### src/sv/hlc_pkg.sv
`timescale 1ns / 1ps

package hlc_pkg;

	localparam int LOGICAL_BITS = 18;
	localparam int PHYS_W = 46;
	localparam int TS_W = 63;
	localparam int CNT_IN_W = 20;
	localparam int CNT_W = LOGICAL_BITS + 1;

	localparam int QDEPTH = 2;
	localparam int QPTR_W = $clog2(QDEPTH);
	localparam int QCNT_W = $clog2(QDEPTH + 1);

	localparam int S_TDATA_W = 136;
	localparam int M_TDATA_W = 192;

	typedef enum logic [1:0] {
		OP_ALLOC = 2'd0,
		OP_MARK  = 2'd1,
		OP_ERR   = 2'd2
	} op_t;

	typedef struct packed {
		op_t                     kind;
		logic [CNT_W-1:0]        count;
		logic [PHYS_W-1:0]       clock_ms;
		logic                    clock_ok;
		logic [TS_W-1:0]         mark_ts;
		logic [PHYS_W-1:0]       mark_phys;
		logic [LOGICAL_BITS-1:0] mark_logic;
	} entry_t;

	function automatic logic [PHYS_W-1:0] ts_phys(input logic [TS_W-1:0] ts);
		logic [63:0] shifted;
		shifted = 64'(ts) >> LOGICAL_BITS;
		return shifted[PHYS_W-1:0];
	endfunction

	function automatic logic [TS_W-1:0] make_ts(input logic [PHYS_W-1:0] phys,
			input logic [LOGICAL_BITS-1:0] logi);
		logic [63:0] packed_ts;
		packed_ts = (64'(phys) << LOGICAL_BITS) | 64'(logi);
		return packed_ts[TS_W-1:0];
	endfunction

endpackage

### src/sv/hlc_front.sv
`timescale 1ns / 1ps

module hlc_front (
	input  logic                          cmd,
	input  logic [hlc_pkg::CNT_IN_W-1:0]  batch_count,
	input  logic [hlc_pkg::PHYS_W-1:0]    clock_ms,
	input  logic                          clock_ok,
	input  logic [hlc_pkg::TS_W-1:0]      mark_ts,
	output hlc_pkg::entry_t               entry
);
	import hlc_pkg::*;

	logic [31:0] cnt32;

	always_comb begin
		cnt32 = 32'(batch_count);
		entry = '0;
		entry.clock_ms = clock_ms;
		entry.clock_ok = clock_ok;
		entry.mark_ts = mark_ts;
		entry.mark_phys = ts_phys(mark_ts);
		entry.mark_logic = mark_ts[LOGICAL_BITS-1:0];
		if (cnt32 > (32'd1 << LOGICAL_BITS)) begin
			entry.count = CNT_W'((32'd1 << LOGICAL_BITS) - 32'd1);
		end else begin
			entry.count = cnt32[CNT_W-1:0];
		end
		unique case (cmd)
			1'b0: entry.kind = (batch_count == '0) ? OP_ERR : OP_ALLOC;
			default: entry.kind = (mark_ts == '0) ? OP_ERR : OP_MARK;
		endcase
	end

endmodule

### src/sv/hlc_queue.sv
`timescale 1ns / 1ps

module hlc_queue (
	input  logic            clk,
	input  logic            arst_n,
	input  logic            push,
	input  hlc_pkg::entry_t push_entry,
	output logic            full,
	input  logic            pop,
	output logic            head_valid,
	output hlc_pkg::entry_t head
);
	import hlc_pkg::*;

	entry_t              slots_q [QDEPTH];
	logic [QPTR_W-1:0]   wr_ptr_q;
	logic [QPTR_W-1:0]   rd_ptr_q;
	logic [QCNT_W-1:0]   count_q;

	assign full = (count_q == QCNT_W'(QDEPTH));
	assign head_valid = (count_q != '0);
	assign head = slots_q[rd_ptr_q];

	always_ff @(posedge clk or negedge arst_n) begin
		if (!arst_n) begin
			wr_ptr_q <= '0;
			rd_ptr_q <= '0;
			count_q <= '0;
		end else begin
			if (push) wr_ptr_q <= wr_ptr_q + QPTR_W'(1);
			if (pop) rd_ptr_q <= rd_ptr_q + QPTR_W'(1);
			if (push && !pop) count_q <= count_q + QCNT_W'(1);
			else if (pop && !push) count_q <= count_q - QCNT_W'(1);
		end
	end

	always_ff @(posedge clk) begin
		if (push) slots_q[wr_ptr_q] <= push_entry;
	end

	a_pop_nonempty: assert property (@(posedge clk) disable iff (!arst_n)
		pop |-> count_q != '0)
		else $error("queue popped while empty");

	a_count_bound: assert property (@(posedge clk) disable iff (!arst_n)
		push && !pop |-> count_q < QCNT_W'(QDEPTH))
		else $error("queue pushed while full");

endmodule

### src/sv/hlc_back.sv
`timescale 1ns / 1ps

module hlc_back (
	input  logic                       clk,
	input  logic                       arst_n,
	input  logic                       head_valid,
	input  hlc_pkg::entry_t            head,
	output logic                       pop,
	output logic                       out_valid,
	input  logic                       out_ready,
	output logic                       out_status,
	output logic [hlc_pkg::TS_W-1:0]   out_first,
	output logic [hlc_pkg::TS_W-1:0]   out_last,
	output logic [hlc_pkg::TS_W-1:0]   out_peak
);
	import hlc_pkg::*;

	logic [PHYS_W-1:0]       pc_q;
	logic [LOGICAL_BITS-1:0] lc_q;
	logic [TS_W-1:0]         rm_q;

	logic                    out_valid_q;
	logic                    out_status_q;
	logic [TS_W-1:0]         out_first_q;
	logic [TS_W-1:0]         out_last_q;
	logic [TS_W-1:0]         out_peak_q;

	logic [PHYS_W-1:0]       now;
	logic [PHYS_W-1:0]       wm_phys;
	logic [PHYS_W-1:0]       base;
	logic [PHYS_W-1:0]       next_base;
	logic [CNT_W-1:0]        sum;
	logic [CNT_W-1:0]        sum_m1;
	logic [PHYS_W-1:0]       pc_d;
	logic [LOGICAL_BITS-1:0] lc_d;
	logic [TS_W-1:0]         rm_d;
	logic                    status_d;
	logic [TS_W-1:0]         first_d;
	logic [TS_W-1:0]         last_d;

	assign pop = head_valid && (!out_valid_q || out_ready);

	always_comb begin
		now = head.clock_ok ? head.clock_ms : pc_q;
		if (now < pc_q) now = pc_q;
		wm_phys = ts_phys(rm_q);
		base = ((rm_q != '0) && (wm_phys > now)) ? wm_phys : now;
		next_base = base + PHYS_W'(1);
		sum = CNT_W'(lc_q) + head.count;
		sum_m1 = sum - CNT_W'(1);

		pc_d = pc_q;
		lc_d = lc_q;
		rm_d = rm_q;
		status_d = 1'b0;
		first_d = '0;
		last_d = '0;
		unique case (head.kind)
			OP_ALLOC: begin
				first_d = make_ts(base, lc_q);
				last_d = make_ts(sum_m1[LOGICAL_BITS] ? next_base : base,
					sum_m1[LOGICAL_BITS-1:0]);
				pc_d = sum[LOGICAL_BITS] ? next_base : base;
				lc_d = sum[LOGICAL_BITS-1:0];
			end
			OP_MARK: begin
				if (head.mark_ts > rm_q) rm_d = head.mark_ts;
				if ((head.mark_phys > pc_q) ||
						((head.mark_phys == pc_q) && (head.mark_logic > lc_q))) begin
					pc_d = head.mark_phys;
					lc_d = head.mark_logic;
				end
			end
			default: begin
				status_d = 1'b1;
			end
		endcase
	end

	always_ff @(posedge clk or negedge arst_n) begin
		if (!arst_n) begin
			pc_q <= '0;
			lc_q <= '0;
			rm_q <= '0;
			out_valid_q <= 1'b0;
		end else begin
			if (pop) begin
				pc_q <= pc_d;
				lc_q <= lc_d;
				rm_q <= rm_d;
				out_valid_q <= 1'b1;
			end else if (out_ready) begin
				out_valid_q <= 1'b0;
			end
		end
	end

	always_ff @(posedge clk) begin
		if (pop) begin
			out_status_q <= status_d;
			out_first_q <= first_d;
			out_last_q <= last_d;
			out_peak_q <= make_ts(pc_d, lc_d);
		end
	end

	assign out_valid = out_valid_q;
	assign out_status = out_status_q;
	assign out_first = out_first_q;
	assign out_last = out_last_q;
	assign out_peak = out_peak_q;

	a_stall_holds_state: assert property (@(posedge clk) disable iff (!arst_n)
		out_valid_q && !out_ready |=> $stable(pc_q) && $stable(lc_q) && $stable(rm_q))
		else $error("cursor state moved while the result was stalled");

	a_error_result: assert property (@(posedge clk) disable iff (!arst_n)
		pop && head.kind == OP_ERR |=> out_status_q && out_first_q == '0 &&
			out_last_q == '0 && $stable(pc_q) && $stable(rm_q))
		else $error("rejected item changed state or gave a range");

	a_mark_monotonic: assert property (@(posedge clk) disable iff (!arst_n)
		pop |=> rm_q >= $past(rm_q))
		else $error("recovery watermark moved backward");

endmodule

### src/sv/hlc_timestamp_allocator.sv
`timescale 1ns / 1ps

// Monotonic timestamp allocator built on a hybrid logical clock.
// Input items arrive on the s_axis channel: s_axis_tuser selects an allocate
// (0) or a recovered watermark insert (1). Each accepted item produces exactly
// one result item on the m_axis channel, carrying the status in m_axis_tuser
// and the first, last and peak timestamps in m_axis_tdata.
// An accepted item enters a two-entry queue after a decode stage. The execute
// stage reads the cursor registers, computes the range combinationally and
// writes the result register, so a result passes through a queue slot and
// the result register. One item per cycle is sustained while m_axis_tready
// is high; each cursor update feeds the next item via the cursor registers.
// When the receiver stalls, the result register holds, the execute stage stops
// and the queue fills; s_axis_tready drops only once the queue is full.
// Reset clears the physical and logical cursors, the watermark and the queue.
module hlc_timestamp_allocator (
	input  logic                           clk,
	input  logic                           arst_n,
	input  logic                           s_axis_tvalid,
	output logic                           s_axis_tready,
	// batch_count, clock_ms, clock_ok, mark_ts
	input  logic [hlc_pkg::S_TDATA_W-1:0]  s_axis_tdata,
	// cmd
	input  logic                           s_axis_tuser,
	output logic                           m_axis_tvalid,
	input  logic                           m_axis_tready,
	// first_ts, last_ts, peak_ts
	output logic [hlc_pkg::M_TDATA_W-1:0]  m_axis_tdata,
	// status
	output logic                           m_axis_tuser
);
	import hlc_pkg::*;

	localparam int CLK_LO = CNT_IN_W;
	localparam int OK_BIT = CLK_LO + PHYS_W;
	localparam int MARK_LO = OK_BIT + 1;

	entry_t          dec_entry;
	entry_t          head;
	logic            q_full;
	logic            head_valid;
	logic            pop;
	logic            push;
	logic [TS_W-1:0] out_first;
	logic [TS_W-1:0] out_last;
	logic [TS_W-1:0] out_peak;

	hlc_front u_front (
		.cmd         (s_axis_tuser),
		.batch_count (s_axis_tdata[CNT_IN_W-1:0]),
		.clock_ms    (s_axis_tdata[OK_BIT-1:CLK_LO]),
		.clock_ok    (s_axis_tdata[OK_BIT]),
		.mark_ts     (s_axis_tdata[MARK_LO+TS_W-1:MARK_LO]),
		.entry       (dec_entry)
	);

	assign s_axis_tready = !q_full;
	assign push = s_axis_tvalid && !q_full;

	hlc_queue u_queue (
		.clk        (clk),
		.arst_n     (arst_n),
		.push       (push),
		.push_entry (dec_entry),
		.full       (q_full),
		.pop        (pop),
		.head_valid (head_valid),
		.head       (head)
	);

	hlc_back u_back (
		.clk        (clk),
		.arst_n     (arst_n),
		.head_valid (head_valid),
		.head       (head),
		.pop        (pop),
		.out_valid  (m_axis_tvalid),
		.out_ready  (m_axis_tready),
		.out_status (m_axis_tuser),
		.out_first  (out_first),
		.out_last   (out_last),
		.out_peak   (out_peak)
	);

	assign m_axis_tdata = {(M_TDATA_W - 3 * TS_W)'(0), out_peak, out_last, out_first};

endmodule

### config.mk
export PLATFORM = sky130hd
export DESIGN_NAME = hlc_timestamp_allocator
export DESIGN_NICKNAME = d
export VERILOG_FILES = /design/src/sv/hlc_pkg.sv /design/src/sv/hlc_front.sv /design/src/sv/hlc_queue.sv /design/src/sv/hlc_back.sv /design/src/sv/hlc_timestamp_allocator.sv
export SDC_FILE = /design/constraint.sdc
export NUM_CORES = 1
export LEC_CHECK = 0
export BUFFER_PORTS_ARGS = -buffer_cell sky130_fd_sc_hd__buf_2
export CAP_MARGIN = 20
export CORE_UTILIZATION = 35
export CTS_CLUSTER_DIAMETER = 150
export CTS_CLUSTER_SIZE = 10
export DETAILED_ROUTE_END_ITERATION = 10
export GPL_ROUTABILITY_DRIVEN = 0
export PLACE_DENSITY_LB_ADDON = 0.3
export SETUP_SLACK_MARGIN = 0.5
export SLEW_MARGIN = 20
export SYNTH_ARGS = -nofsm -noshare
export SYNTH_HDL_FRONTEND = slang
export SYNTH_SLANG_ARGS = --single-unit
### constraint.sdc
create_clock -name clk -period 8.9 [get_ports clk]
set_input_delay 0.445 -clock clk [delete_from_list [all_inputs] [get_ports clk]]
set_output_delay 0.445 -clock clk [all_outputs]
set_load 0.05 [all_outputs]
## Yosys cells after proc, flatten, opt, wreduce, memory -nomap -nowiden

Memory sizes are Yosys's and may differ from the RTL's.
Cells that the tools add are included.

| operators by class | value |
|---|---|
| equality and inequality tests | 3 |
| magnitude comparators | 6 |
| divide/modulo/power cells | 0 |
| multiplexer cells | 20 |
| $add $sub $neg | 7 |
| reduce and logical (&&, ||, !) cells | 21 |
| shifts and indexed selects | 0 |
| bitwise gates (word level) | 3 |
| multipliers | 0 |

Operators by type and width:

| kind | number |
|---|---|
| 46-bit 2-to-1 mux | 5 |
| 63-bit by 18-bit OR with 63-bit output | 3 |
| 46-bit one-hot mux with 2 select lines | 1 |
| 63-bit > comparator | 1 |
| 63-bit logical NOT | 1 |
| 63-bit nonzero test | 1 |
| 46-bit by 1-bit adder with 46-bit output, second input constant | 1 |
| 46-bit equality test | 1 |
| 45-bit by 46-bit > comparator with 1-bit output | 1 |
| 46-bit > comparator | 1 |
| 46-bit less-than comparator | 1 |
| 45-bit 2-to-1 mux | 1 |
| 18-bit one-hot mux with 2 select lines | 1 |
| 20-bit by 19-bit > comparator with 1-bit output, second input constant | 1 |
| 20-bit logical NOT | 1 |
| 18-bit by 19-bit adder with 19-bit output | 1 |
| 19-bit 2-to-1 mux | 1 |
| 19-bit by 1-bit subtractor with 19-bit output, second input constant | 1 |
| 18-bit > comparator | 1 |
| 18-bit 2-to-1 mux | 1 |
| 2-bit 2-to-1 mux | 5 |
| 1-bit logical AND | 6 |
| 2-bit nonzero test | 3 |
| 1-bit 2-to-1 mux | 5 |
| 10 further kinds | 15 |

| word-level totals | value |
|---|---|
| RAM bits | 388 |
| flip-flop bits (word level) | 322 |
| word-level logic and storage cells | 72 |
| bits in read-only memories | 0 |
| memories kept | 1 |
| output and inout bits | 195 |
| input bits | 141 |
| latch bits | 0 |

Memories:

| name | words | width | read ports | clocked after memory_dff | wr ports | line | text |
|---|---|---|---|---|---|---|---|
| u_queue.slots_q | 2 | 194 | 1 | 0 | 1 | hlc_queue.sv:15 | `entry_t slots_q [QDEPTH];` |

## Logic depth before layout (Yosys ltp)

An unclocked memory read counts as a cell.

| logic depth | value |
|---|---|
| word-level depth | 11 |
| mapped depth | 41 |
| mapped depth without buffers | 30 |

## Modules after synthesis

A second synthesis with hierarchy kept.

| unflattened totals | value |
|---|---|
| cells, all modules | 3,298 |
| area total of the unflattened synthesis | 39,277.7 um2 |

Modules (own cells, without submodules):

| module | cells an instance | sequential area each (um2) | area each (um2) | times used |
|---|---|---|---|---|
| hlc_back | 2,442 | 8,908.5 | 22,753.1 | 1 |
| hlc_queue | 623 | 11,811.3 | 14,838.0 | 1 |
| hlc_front | 227 | 0.0 | 1,650.3 | 1 |
| hlc_timestamp_allocator | 6 | 0.0 | 36.3 | 1 |

## Least setup slack after synthesis

Ideal clock, no wire load.

| path | value |
|---|---|
| path type | register to register |
| start point | mem u_queue.slots_q[1][126] (netlist name) |
| end point | reg u_back.out_last_q[62] (netlist: u_back.out_last[62]), data pin |
| buffers on the path | 12 |
| path slack | 0.479 ns |
| clock period less this slack | 8.421 ns |
| stages on the path, launching flop included | 38 |
| data required time | 8.640 ns |
| arrival | 8.161 ns |
| library setup time | 0.260 ns |
| cell sequence | edfxtp_1 -> buf_4 -> mux2i_1 -> clkbuf_1 -> clkbuf_1 -> o21ai_0 -> ha_1 -> nand4_1 -> nor3_1 -> nand2_1 -> nor4_2 -> a21o_1 -> buf_6 -> buf_4 -> buf_6 -> buf_4 -> buf_2 -> mux2i_1 -> [2 not listed] -> nor4_1 -> o21ai_0 -> a31oi_1 -> nor4_2 -> a2111oi_4 -> buf_4 -> buf_6 -> buf_4 -> mux2i_1 -> ha_1 -> clkbuf_1 -> nand2_1 -> a2111oi_0 -> a41oi_1 -> mux2i_1 -> nand2_1 -> nor4_1 -> mux2_2 |

| on the way | value |
|---|---|
| longest elaborated chain between the ends | 10 |

RTL lines:

| item | line | text |
|---|---|---|
| start, declared | hlc_queue.sv:15 |  |
| memory 2 x 194 bit * | -- |  |
| 46-bit 2-to-1 mux * | hlc_back.sv:44 | `now = head.clock_ok ? head.clock_ms : pc_q;` |
| 46-bit less-than comparator | hlc_back.sv:45 | `if (now < pc_q) now = pc_q;` |
| 46-bit 2-to-1 mux * | hlc_back.sv:45 |  |
| 45-bit by 46-bit > comparator with 1-bit output | hlc_back.sv:47 | `base = ((rm_q != '0) && (wm_phys > now)) ? wm_phys : now;` |
| 1-bit logical AND | hlc_back.sv:47 |  |
| 46-bit 2-to-1 mux * | hlc_back.sv:47 |  |
| via u_back.base[1] | hlc_back.sv:30 | `logic [PHYS_W-1:0] base;` |
| 46-bit by 1-bit adder with 46-bit output * | hlc_back.sv:48 | `next_base = base + PHYS_W'(1);` |
| 45-bit 2-to-1 mux * | hlc_back.sv:61 | `last_d = make_ts(sum_m1[LOGICAL_BITS] ? next_base : base,` |
| 63-bit by 18-bit OR with 63-bit output * | hlc_pkg.sv:43 | `packed_ts = (64'(phys) << LOGICAL_BITS) \| 64'(logi);` |
| end signal, assigned | hlc_back.sv:102 | `out_last_q <= last_d;` |
| end, declared | hlc_back.sv:25 | `logic [TS_W-1:0] out_last_q;` |

The timed path passes the listed nets; every way through them passes the cells marked *.
A chain may end at the register's enable or synchronous reset.

## Final worst setup path

| path | value |
|---|---|
| start point | reg u_queue.rd_ptr_q |
| end point | reg u_back.out_peak_q[62] (netlist: u_back.out_peak[62]), data pin |

| on the way | value |
|---|---|
| longest elaborated chain between the ends | 11 |
| elaborated cells between the ends (all ways) | 20 |
| those cells by class | 2 x add/sub; 4 x order compare; 2 x eq/ne; 6 x mux; 1 x bitwise; 4 x reduce/logical; 1 x memory |

RTL lines:

| item | line | text |
|---|---|---|
| start, declared | hlc_queue.sv:17 | `logic [QPTR_W-1:0] rd_ptr_q;` |
| start signal, assigned | hlc_queue.sv:31 | `if (pop) rd_ptr_q <= rd_ptr_q + QPTR_W'(1);` |
| memory 2 x 194 bit * | -- |  |
| 46-bit 2-to-1 mux * | hlc_back.sv:44 |  |
| 46-bit less-than comparator | hlc_back.sv:45 |  |
| 46-bit 2-to-1 mux * | hlc_back.sv:45 |  |
| 45-bit by 46-bit > comparator with 1-bit output | hlc_back.sv:47 |  |
| 1-bit logical AND | hlc_back.sv:47 |  |
| 46-bit 2-to-1 mux * | hlc_back.sv:47 |  |
| via u_back.base[1] | hlc_back.sv:30 |  |
| 46-bit by 1-bit adder with 46-bit output * | hlc_back.sv:48 |  |
| 46-bit 2-to-1 mux * | hlc_back.sv:63 | `pc_d = sum[LOGICAL_BITS] ? next_base : base;` |
| 46-bit one-hot mux with 2 select lines * | hlc_back.sv:58 | `unique case (head.kind)` |
| via u_back.pc_d[44] | hlc_back.sv:34 | `logic [PHYS_W-1:0] pc_d;` |
| 63-bit by 18-bit OR with 63-bit output * | hlc_pkg.sv:43 |  |
| end signal, assigned | hlc_back.sv:103 | `out_peak_q <= make_ts(pc_d, lc_d);` |
| end, declared | hlc_back.sv:26 | `logic [TS_W-1:0] out_peak_q;` |

Marked as above.

==> impl_metrics.yaml <==
cells_and_area:
  fin_cells: 5003
  final_common_cell: "edfxtp_1"
  final_cell_mix: "edfxtp_1 (452), buf_2 (325), nor2_1 (259)"
  drive_gt1_frac: 0.250
  area_growth_pct: 20.5
  fin_nets: 4039
die:
  die_w_um: 317
  start_util: 0.353
  rows: 115
  core_area_sq_um: 98400
  ios: 336
  dieArea_sq_um: 101000
  die_h_um: 317
logic_synthesis:
  synth_top_cell_by_area: "edfxtp_1"
  synth-seq-cells: 584
  syn-cell-area_sq_um: 34700
  ys_warn_count: 0
  yosys-top-cells-area: "edfxtp_1 (39%), dfrtp_1 (9.5%), ha_1 (8.5%)"
  ys_seq_area_frac: 0.486
  synth_edf_count: 452
  yosys.cell_types.count: 88
  syn_area_per_cell_sq_um: 11.1
  netlist_instances: 3121
  async_flop_share: 0.226
  ys.flop_type: "edfxtp_1"
  synth_top_area_share: 0.391
sta:
  fmax_mhz: 120
  fin_tns_setup_ns: 0
  slew_viol_final: 0
  relSlewSlack: 0.283
  hold_viol_final: 0
  final.min_clock_period_ns: 8.31
  worst_pin_slew_ns: 1.07
  rsz0062_at_grt: "no"
  finalSetupViolations: 0
  skew_ns: 0.0315
  fin_crit_sh: 0.933
clock_network:
  clk_latency_ns: 0.65
  cts.clk_slew.worst_paths_ns: 0.06
  cts_max_path_buffers: 3
  cts_root_buf: "clkbuf_16"
  numCtsBuffers: 68
  cts_tree: "yes"
  numClockSinks: 584
  cts-htree-levels: 3
global_routing:
  antenna_found_initial: 6
  gr-usage-all-layers: 0.250
  grt_pass1_wl_um: 182000
  grt_overflow: 0
  grt_pass1_vias: 27200
  grt_max_degree: 132
worst_setup_path:
  cp-end-kind: "register"
  cp-start-kind: "register"
  cp_max_fo: 12
  cp_slowest_stage_delay_ns: 0.54
  critPathArrivalTime_ns: 8.64
  path_common_cell: "buf_4"
  path_class: "reg2reg"
  slowest_stage: "dfrtp_4"
  required_ns: 9.23
route:
  via_count: 27900
  avgRoutedWirePerCell_um: 25.4
  remaining_drc_errors: 0
  drt_iter0_markers: 2577
  vias_per_cell: 5.57
  postRouteAntennaNets: 0
  drt_pass1_iterations: 6
  drt_wl_total_um: 127000
placed_design:
  dp_cells: 4824
  place.port_buffers: 326
  dp_hpwl_um: 95700
flow_run:
  drv_cap: 0
worst_hold_path:
  hold_path_class: "in2reg"
run_status:
  status: "complete, no violations"
==> metrics by stage <==
step,setup WS [ns],hold WS (ns),util,instance area (sq um)
2_1_floorplan,0.509,0.149,-,34800
3_3_place_gp,0.317,0.489,0.398,39200
3_5_place_dp,0.212,0.499,0.398,39200
4_1_cts,0.523,0.00125,0.424,41700
5_1_grt,0.436,0.00287,0.425,41900
6_report,0.594,0.0254,0.425,41900
==> logic make-up after synthesis <==
group	share of synthesized area
compound gates	0.105
xor+xnor	0.0256
fa+ha+maj	0.0859
buf+inv	0.0375
flops	0.486
mux	0.134
other cells	0.000108
simple gates	0.126
==> synth_stat cells, drive strengths merged (25+ instances only) <==
library cell and number:
dfrtp 132, buf 63, nand3 64, clkbuf 83
nor4 67, nand2 226, nand4 71, xnor2 36
and3 25, nor2 264, o21ai 156, mux2i 232
a21o 59, edfxtp 452, o211ai 32, nor3 62
mux2 207, a21oi 136, a211oi 32, xor2 63
inv 152, ha 237, nand2b 36
==> state kept, by name, summed over array words and instances, names as in the netlist <==
signal,flops
u_back.out_status,1
u_back.lc_q,18
u_back.pc_q,46
u_queue.wr_ptr_q,1
u_queue.count_q,2
u_back.out_valid,1
u_back.rm_q,63
u_back.out_first,63
u_back.out_peak,63
u_back.out_last,63
u_queue.rd_ptr_q,1
u_queue.slots_q,262
==> cell type report <==
| type | instances | area, sq um |
|---|---|---|
| inverter | 153 | 582 |
| clock inverter | 5 | 66.3 |
| sequential | 584 | 16900 |
| antenna | 2 | 5.00 |
| fill | 9586 | 56600 |
| clock buffer | 119 | 1940 |
| timing repair buffer | 612 | 3970 |
| multi-input combinational | 2241 | 16800 |
| tap | 1287 | 1610 |
==> path summary, 6_finish.rpt <==
check | from | to | slack [ns] | cells past startpoint
worst min-delay path | s_axis_tdata[126] | u_queue.slots_q[1][122]$_DFFE_PP_ | 0.03 | 1
max in group asynchronous | arst_n | u_queue.rd_ptr_q$_DFFE_PN0P_ | 6.94 | 3
worst min register to register | u_back.out_valid$_DFFE_PN0P_ | u_back.out_valid$_DFFE_PN0P_ | 0.51 | 2
worst max-delay path | u_queue.rd_ptr_q$_DFFE_PN0P_ | u_back.out_peak[62]$_DFFE_PP_ | 0.59 | 33
min in group asynchronous | arst_n | u_back.pc_q[36]$_DFFE_PN0P_ | 0.45 | 2
worst max register to register | u_queue.rd_ptr_q$_DFFE_PN0P_ | u_back.out_peak[62]$_DFFE_PP_ | 0.59 | 33
==> routing by layer <==
layer / vias to the layer above / share of wire / track usage
li1: 12800 / - / -
met1: 13700 / 0.39 / 0.306
met2: 1125 / 0.49 / 0.428
met3: 304 / 0.067 / 0.0400
met4: 2 / 0.054 / 0.117
met5: - / 0.00010 / 0
==> timing repair <==
| item | CTS | global route |
|---|---|---|
| endpoints found under the setup margin | 35 | 53 |
| hold endpoints to repair | 153 | 0 |
| gates cloned | 1 | 0 |
| buffers inserted | 2 | 6 |
| hold buffers | 44 | 0 |
| pin swaps | 3 | 4 |
| gates resized for setup | 8 | 24 |
==> critical path: cells and delay by family, from the launching register on <==
kind	cells	cell delay (ns)
muxes	5	1.18
and+or+nand+nor	6	1.50
buffers and inverters	8	1.40
AOI/OAI and AO/OA	11	2.51
DFF	1	0.54
adders and majority gates	3	0.83
Power is left out: the tool's default activity adds up to more than one toggle a clock period on the data nets, which glitch-free logic cannot reach.
